`config.mk`:
```
export PLATFORM = sky130hd
export DESIGN_NAME = decimal_digit_split_and_sum
export DESIGN_NICKNAME = d
export VERILOG_FILES = /design/src/sv/dds_pkg.sv /design/src/sv/decimal_digit_split_and_sum.sv
export SDC_FILE = /design/constraint.sdc
export NUM_CORES = 1
export LEC_CHECK = 0
export ABC_AREA = 1
export BUFFER_PORTS_ARGS = -buffer_cell sky130_fd_sc_hd__buf_2
export CELL_PAD_IN_SITES_DETAIL_PLACEMENT = 1
export CELL_PAD_IN_SITES_GLOBAL_PLACEMENT = 1
export CORE_UTILIZATION = 46
export CTS_CLUSTER_DIAMETER = 40
export DETAILED_ROUTE_END_ITERATION = 10
export GPL_ROUTABILITY_DRIVEN = 0
export PLACE_DENSITY = 0.84
export SYNTH_ARGS = -nofsm -noshare
export SYNTH_HDL_FRONTEND = slang
export SYNTH_SLANG_ARGS = --single-unit
export TNS_END_PERCENT = 10
```
`constraint.sdc`:
```
create_clock -name i_clk -period 6.2 [get_ports i_clk]
set_input_delay 0.93 -clock i_clk [delete_from_list [all_inputs] [get_ports i_clk]]
set_output_delay 0.93 -clock i_clk [all_outputs]
set_load 0.05 [all_outputs]
```
`src/sv/dds_pkg.sv`:
```
// dds_pkg: widths, derived sizes and state type for the decimal digit splitter
// no dependencies; used by decimal_digit_split_and_sum
package dds_pkg;

    // significant input bits
    localparam int VALUE_BITS = 63;

    // decimal digits needed for VALUE_BITS bits (log10(2) ~ 0.30103)
    localparam int NUM_DIGITS = (VALUE_BITS * 30103) / 100000 + 1;

    localparam int DIGIT_BITS = 4;
    localparam int BCD_BITS   = NUM_DIGITS * DIGIT_BITS;
    localparam int SUM_BITS   = 8;

    // counter covers both the bit count and the digit count
    localparam int CNT_MAX  = (VALUE_BITS > NUM_DIGITS) ? VALUE_BITS : NUM_DIGITS;
    localparam int CNT_BITS = $clog2(CNT_MAX + 1);

    typedef enum logic [1:0] {
        S_IDLE,
        S_CONV,
        S_EMIT
    } t_state;

endpackage

```
`src/sv/decimal_digit_split_and_sum.sv`:
```
// Each item runs a shift-and-add-3 conversion, one bit per cycle, then its digit slots are
// shifted out msd first while the output can take a beat; leading zero slots are dropped
// without a beat. A new item is not accepted until the last digit beat has been issued,
// since the serial converter and the digit-by-digit output shifter are not overlapped.
// Synchronous active-low reset clears state and output valid; payload registers are not
// reset.
module decimal_digit_split_and_sum (
    input  logic                               i_clk,
    input  logic                               i_rst_n,
    input  logic                               i_in_valid,
    output logic                               o_in_ready,
    input  logic [dds_pkg::VALUE_BITS-1:0]     i_value,
    output logic                               o_out_valid,
    input  logic                               i_out_ready,
    output logic [dds_pkg::DIGIT_BITS-1:0]     o_digit,
    output logic [dds_pkg::SUM_BITS-1:0]       o_digit_sum,
    output logic                               o_last
);
    import dds_pkg::*;

    t_state                 r_state, n_state;
    logic [VALUE_BITS-1:0]  r_bin, n_bin;
    logic [BCD_BITS-1:0]    r_bcd, n_bcd;
    logic [CNT_BITS-1:0]    r_cnt, n_cnt;
    logic [SUM_BITS-1:0]    r_sum, n_sum;
    logic                   r_started, n_started;
    logic                   r_out_valid, n_out_valid;
    logic [DIGIT_BITS-1:0]  r_digit, n_digit;
    logic [SUM_BITS-1:0]    r_dsum, n_dsum;
    logic                   r_last, n_last;

    logic [BCD_BITS-1:0]    adj_bcd;
    logic [DIGIT_BITS-1:0]  top_digit;
    logic                   can_step;
    logic                   is_final;
    logic                   skip_zero;
    logic                   conv_done;

    // add 3 to every digit of 5 or more before the shift
    always_comb begin
        for (int i = 0; i < NUM_DIGITS; i++) begin
            if (r_bcd[i*DIGIT_BITS +: DIGIT_BITS] >= DIGIT_BITS'(5)) begin
                adj_bcd[i*DIGIT_BITS +: DIGIT_BITS] =
                    r_bcd[i*DIGIT_BITS +: DIGIT_BITS] + DIGIT_BITS'(3);
            end else begin
                adj_bcd[i*DIGIT_BITS +: DIGIT_BITS] = r_bcd[i*DIGIT_BITS +: DIGIT_BITS];
            end
        end
    end

    assign top_digit = r_bcd[BCD_BITS-1 -: DIGIT_BITS];
    assign can_step  = !r_out_valid || i_out_ready;
    assign is_final  = (r_cnt == CNT_BITS'(1));
    assign skip_zero = (top_digit == '0) && !r_started && !is_final;
    assign conv_done = (r_cnt == CNT_BITS'(1));

    // next state
    always_comb begin
        n_state = r_state;
        unique case (r_state)
            S_IDLE: begin
                if (i_in_valid) begin
                    n_state = S_CONV;
                end
            end
            S_CONV: begin
                if (conv_done) begin
                    n_state = S_EMIT;
                end
            end
            S_EMIT: begin
                if (can_step && is_final) begin
                    n_state = S_IDLE;
                end
            end
            default: begin
                n_state = S_IDLE;
            end
        endcase
    end

    // datapath and output register
    always_comb begin
        n_bin       = r_bin;
        n_bcd       = r_bcd;
        n_cnt       = r_cnt;
        n_sum       = r_sum;
        n_started   = r_started;
        n_out_valid = r_out_valid && !i_out_ready;
        n_digit     = r_digit;
        n_dsum      = r_dsum;
        n_last      = r_last;
        unique case (r_state)
            S_IDLE: begin
                if (i_in_valid) begin
                    n_bin     = i_value;
                    n_bcd     = '0;
                    n_cnt     = CNT_BITS'(VALUE_BITS);
                    n_sum     = '0;
                    n_started = 1'b0;
                end
            end
            S_CONV: begin
                n_bcd = {adj_bcd[BCD_BITS-2:0], r_bin[VALUE_BITS-1]};
                n_bin = {r_bin[VALUE_BITS-2:0], 1'b0};
                if (conv_done) begin
                    n_cnt = CNT_BITS'(NUM_DIGITS);
                end else begin
                    n_cnt = r_cnt - CNT_BITS'(1);
                end
            end
            S_EMIT: begin
                if (can_step) begin
                    n_bcd = {r_bcd[BCD_BITS-DIGIT_BITS-1:0], {DIGIT_BITS{1'b0}}};
                    n_cnt = r_cnt - CNT_BITS'(1);
                    if (!skip_zero) begin
                        n_started   = 1'b1;
                        n_sum       = r_sum + SUM_BITS'(top_digit);
                        n_out_valid = 1'b1;
                        n_digit     = top_digit;
                        n_last      = is_final;
                        n_dsum      = is_final ? (r_sum + SUM_BITS'(top_digit)) : '0;
                    end
                end
            end
            default: begin
                n_cnt = '0;
            end
        endcase
    end

    // control registers
    always_ff @(posedge i_clk) begin
        if (!i_rst_n) begin
            r_state     <= S_IDLE;
            r_out_valid <= 1'b0;
            r_started   <= 1'b0;
            r_cnt       <= '0;
        end else begin
            r_state     <= n_state;
            r_out_valid <= n_out_valid;
            r_started   <= n_started;
            r_cnt       <= n_cnt;
        end
    end

    // payload registers
    always_ff @(posedge i_clk) begin
        r_bin   <= n_bin;
        r_bcd   <= n_bcd;
        r_sum   <= n_sum;
        r_digit <= n_digit;
        r_dsum  <= n_dsum;
        r_last  <= n_last;
    end

    // ports
    assign o_in_ready  = (r_state == S_IDLE);
    assign o_out_valid = r_out_valid;
    assign o_digit     = r_digit;
    assign o_digit_sum = r_dsum;
    assign o_last      = r_last;

endmodule

```
After elaboration in Yosys (flattened, before gate mapping)
Cells that the tools add are included.

Add/sub/neg operators: 21. $lt $le $gt $ge: 19. Equality and inequality tests: 8. Mux-type cells: 43. Bitwise operators: 1. Reductions and logical operators: 20.

Operators with widths (count): case mux 76 bit (3 select lines) (1); 2-to-1 mux 76 bit (2); case mux 63 bit (2 select lines) (1); >= comparator 4 x 3 -> 1 bit, second input constant (19); adder 4 x 2 -> 4 bit, second input constant (18); 2-to-1 mux 4 bit (18); 2-to-1 mux 63 bit (1); 2-to-1 mux 8 bit (3); 2-to-1 mux 6 bit (3); case mux 6 bit (3 select lines) (1); case mux 8 bit (2 select lines) (1); inequality test 2 bit, second input constant (5); AND reduction 3 bit (3); adder 8 x 4 -> 8 bit (1); equality test 6 x 1 -> 1 bit, second input constant (1); 2-to-1 mux 1 bit (6); 2-to-1 mux 2 bit (3); case mux 2 bit (3 select lines) (1); subtractor 6 x 1 -> 6 bit, second input constant (1); logical AND 1 bit (4); logical NOT 1 bit (4); logical NOT 4 bit (1); AND reduction 2 bit (2); AND reduction 4 bit (1); other kinds (10) (11).

Bits in registers: 170. Input port bits: 67. Output and inout bits: 15. Word-level logic and storage cells: 122.

Logic depth before layout (Yosys ltp)
Depth after elaboration: 6. Depth in mapped cells: 10. Depth with buffers taken out: 10.

Worst setup path before layout
Ideal clock, no wire load.

Kind: flip-flop to flip-flop. From: register r_state[0]. To: register r_bcd[0] (enable). Setup time: 0.511 ns. Arrival time: 4.468 ns. Data required time: 5.689 ns. Setup slack: 1.221 ns. Cell stages (with the launch flop): 7. Path buffers: 0. Period minus slack after synthesis: 4.979 ns. Cells stage by stage: dfxtp_1 > inv_1 > ha_1 > inv_1 > or2_4 > o21ai_4 > nor2_1.

Cells in the longest elaborated chain, start to end: 3. Elaborated cells between the ends (all ways): 7. Classes of those cells: eq/ne (4); reduce/logical (3).

RTL lines: start: declaration (RTL line decimal_digit_split_and_sum.sv:21) `t_state r_state, n_state;`; start signal: assignment (RTL line decimal_digit_split_and_sum.sv:140) `r_state <= n_state;`; logical NOT 2 bit (*); via o_in_ready (RTL line decimal_digit_split_and_sum.sv:11) `output logic o_in_ready,`; inequality test 2 bit (no source line) or nonzero test 3 bit (tied branches); AND reduction 3 bit (no source line) (*); end signal: assignment (RTL line decimal_digit_split_and_sum.sv:150) `r_bcd <= n_bcd;`; end: declaration (RTL line decimal_digit_split_and_sum.sv:23) `logic [BCD_BITS-1:0] r_bcd, n_bcd;`.

Mark *: on every way through the listed nets, which the timed path passes. The rest lies on a longest branch. A chain may end at the register's enable or synchronous reset.

Worst setup path after layout
From: register r_state[0]. To: register r_bcd[20] (enable).

Cells in the longest elaborated chain, start to end: 3. Elaborated cells between the ends (all ways): 7. Classes of those cells: eq/ne (4); reduce/logical (3).

RTL lines: equality test 2 bit, or another cell as far along (RTL line decimal_digit_split_and_sum.sv:93) `unique case (r_state)`; inequality test 2 bit (no source line) or nonzero test 3 bit (tied branches); AND reduction 3 bit (no source line) (*).

Mark *: on every way between the ends. The rest lies on a longest branch, timed or not.

==> key figures <==
Worst hold path
  • Hold Path Class: flip-flop to flip-flop
  • Hold_sp: r_cnt[1]$_SDFFE_PN0P_

CTS
  • CTS tree: yes
  • CTS buffer count: 17
  • Reg clk slew, reported paths: ~0.070 ns
  • H-Tree Depth: 4
  • Clock Latency Late Sink: around 0.44 ns
  • Clock sinks: 170
  • Setup bufs post-CTS: 0
  • Hold-fix buffer count after cts: 0
  • Root Driver: clkbuf_16
  • Clock tree buffer depth: 2
  • Post-CTS sizing: 0

Detailed routing
  • Total Routed Length: approximately 21 mm
  • Via Count: approximately 7.0k
  • Number of detailed-route iterations in the first pass: 4
  • DRT antenna net count: 0
  • Drc violations: 0
  • DRT iter0 DRCs: 350
  • Via/cell ratio: 5.21
  • Wire length per cell: roughly 16 microns

Critical path
  • Data arrival, critical path: approximately 3.2 ns
  • FF-to-FF Start: r_state[0]$_SDFFE_PN0P_
  • Startpoint Class: flip-flop
  • Crit path top cell by count: inv_1
  • WS Path Type: flip-flop to flip-flop
  • CP endpoint kind: flip-flop
  • CP cell instances: inv_1, ha_1, inv_1, or2_4, o21ai_4, nor2_4, buf_4
  • Req. time, crit path: roughly 6.3 ns
  • CP peak stage delay: 0.87 ns
  • Worst setup path start: r_state[0]$_SDFFE_PN0P_
  • Crit path max-delay cell type: nor2_4
  • Worst Path Max Fanout: a little over 40

STA
  • Final Cycle Share: between 50% and 60%
  • Tightest Pin Transition: 1.18 ns
  • Unrepaired setup endpoints after global routing: false
  • Final hold violations: 0
  • Slew HR: ~22%
  • Post-route minimum period: between 3 and 4 ns
  • Maximum clock frequency: about 320 MHz
  • Final slew viol count: 0
  • Fin worst setup slack: slightly above 3 ns
  • Layout Skew: ~0.012 ns
  • Setup_tns: 0 ns
  • Setup violators final: 0

GRT
  • Gr usage total: 21.9%
  • First-pass GRT wire length: 35.1 mm
  • Remaining Overflow, GRT: 0
  • Vias in the first global route: 7366
  • Pin count of the biggest net entering global routing: 73
  • Antenna violations before repair: 2

Pwr
  • Pleak: 4.42 nW
  • Sw Ratio: about a third
  • Pint: ~2.3 mW
  • Clk pwr share: 28.6%
  • Combinational power share: approximately 23%
  • Switching power: between 1 and 1.5 mW
  • Register share of total power: approximately 48%
  • Power density over the cells: 340 nW/um^2
  • Worst VDD drop: 220 uV

Run
  • MaxCap Viol Count: 0

Yosys
  • Syn Std Cell Area: between 9000 and 10000 sq um
  • Yosys top cell area share: 53.3%
  • Total number of yosys warnings: 0
  • Synth top area cells: edfxtp_1 53%, nand2_1 12%, ha_1 6.9%
  • Post-synth top area cell: edfxtp_1
  • Count leader, synth: nand2_1
  • Prevailing post-synth register cell: edfxtp_1
  • Avg Cell Area, Syn: 9.18 sq um
  • Sequential-to-total area share from yosys stat: 55.5%
  • Fraction of registers with async set/reset: 0%
  • #FFs+latches synth: 170
  • Yosys cell types: 31
  • EDFF count, synth: between 150 and 200
  • Synth top cells by count: 298 x nand2_1, 160 x edfxtp_1, 112 x inv_1
  • Post-Syn Nets: roughly 1.1k
  • Syn Inst Count: 983

Floorplanning
  • Die width: around 140 microns
  • Io pins: slightly above 80
  • DIE AREA: ~20000 sq um
  • Initial core utilization: between 40% and 50%
  • Core region area: 19000 sq um
  • Die H: roughly 140 microns
  • Row cnt: 50

Layout
  • Nets: 1179
  • Area delta synth->final: 13.5%
  • Final instance area: roughly 10000 sq um
  • Ratio of cells with drive above 1 in the final layout: between 10% and 20%

Place
  • Hpwl dp: roughly 14 mm
  • Placement Cell Area: 9700 sq um
  • I/O Buffers: between 80 and 90
  • Post-place setup slack: between 2 and 3 ns

Outcome
  • Outcome: finished, final reports clean
-- cell families after synthesis --
group / after synthesis / share of synthesized area, %
adders and majority gates: 51 / 7.16
buffers and inverters: 144 / 6.10
and+or+nand+nor: 417 / 17.9
xor gates and xnor gates: 19 / 1.84
DFF: 170 / 55.5
AOI/OAI and AO/OA: 182 / 11.6
-- per-layer routing --
layer	part of all wire, %	up-vias	wire length, microns	global-route usage (%)
li1	-	3442	-	-
met5	0.077	-	16	0
met4	1.4	2	284	7.13
met3	3.2	29	661	4.34
met1	44	3353	9270	26.6
met2	51	132	10600	38.9
-- critical path, delay by kind of cell (launching register included) --
family / cells / cell delay (ns)
and+or+nand+nor: 2 / 1.03
buffers and inverters: 3 / 0.86
DFF: 1 / 0.39
adders and majority gates: 1 / 0.29
AOI/OAI and AO/OA: 1 / 0.12
-- registers in the layout, summed over array words and instances (netlist names) --
register,cells
o_digit,4
o_digit_sum,8
o_last,1
o_out_valid,1
r_bcd,76
r_bin,63
r_cnt,6
r_started,1
r_state,2
r_sum,8
-- power groups by stage --
| stage | clock (mW) | sequential (mW) | combinational (mW) |
|---|---|---|---|
| detailed placement | 0 | 1.70 | 0.803 |
| global placement | 0 | 1.69 | 0.760 |
| global route | 1.06 | 1.71 | 0.927 |
| finish | 0.996 | 1.68 | 0.807 |
| CTS | 1.02 | 1.68 | 0.818 |
| floorplan | 0 | 1.67 | 0.581 |
-- worst paths after layout --
kind	endpoint	slack [ns]	cells after the start
setup / recovery	r_bcd[20]$_DFFE_PP_	3.10	7
hold / removal	r_cnt[1]$_SDFFE_PN0P_	0.49	2
setup reg to reg	r_bcd[20]$_DFFE_PP_	3.10	7
hold reg to reg	r_cnt[1]$_SDFFE_PN0P_	0.49	2
-- final cells by class --
cell class | count | area [sq um]
clock buffer | 18 | 429
inverter | 116 | 438
tap | 260 | 325
sequential | 170 | 5000
clock inverter | 14 | 113
fill | 2224 | 8710
timing repair buffer | 87 | 450
antenna | 1 | 2.50
multi-input combinational | 669 | 3480
-- layout by cell type, fill, tap and decap left out, types with 3 or more instances in the layout --
cell	count
nand2_1	297
edfxtp_1	160
inv_1	112
o21ai_0	93
nor2_1	92
buf_2	81
ha_1	49
a21oi_1	40
nand3_1	18
o211ai_1	18
clkbuf_16	17
xor2_1	15
o32ai_1	15
o22ai_1	12
dfxtp_1	10
buf_4	6
xnor2_1	4
inv_6	4
nand2_2	3
clkinv_2	3
clkinvlp_4	3
-- per-stage QoR --
stage / cells / power, mW / util [%] / hold slack, ns
6_report: 1335 / 3.48 / 54.0 / 0.486
5_1_grt: 1334 / 3.69 / 54.0 / 0.513
4_1_cts: 1334 / 3.52 / 54.0 / 0.490
3_5_place_dp: 1302 / 2.50 / 51.2 / 0.479
3_3_place_gp: 1302 / 2.45 / 51.2 / 0.454
2_1_floorplan: 983 / 2.25 / - / 0.445
(Power assumes the default switching activity.)
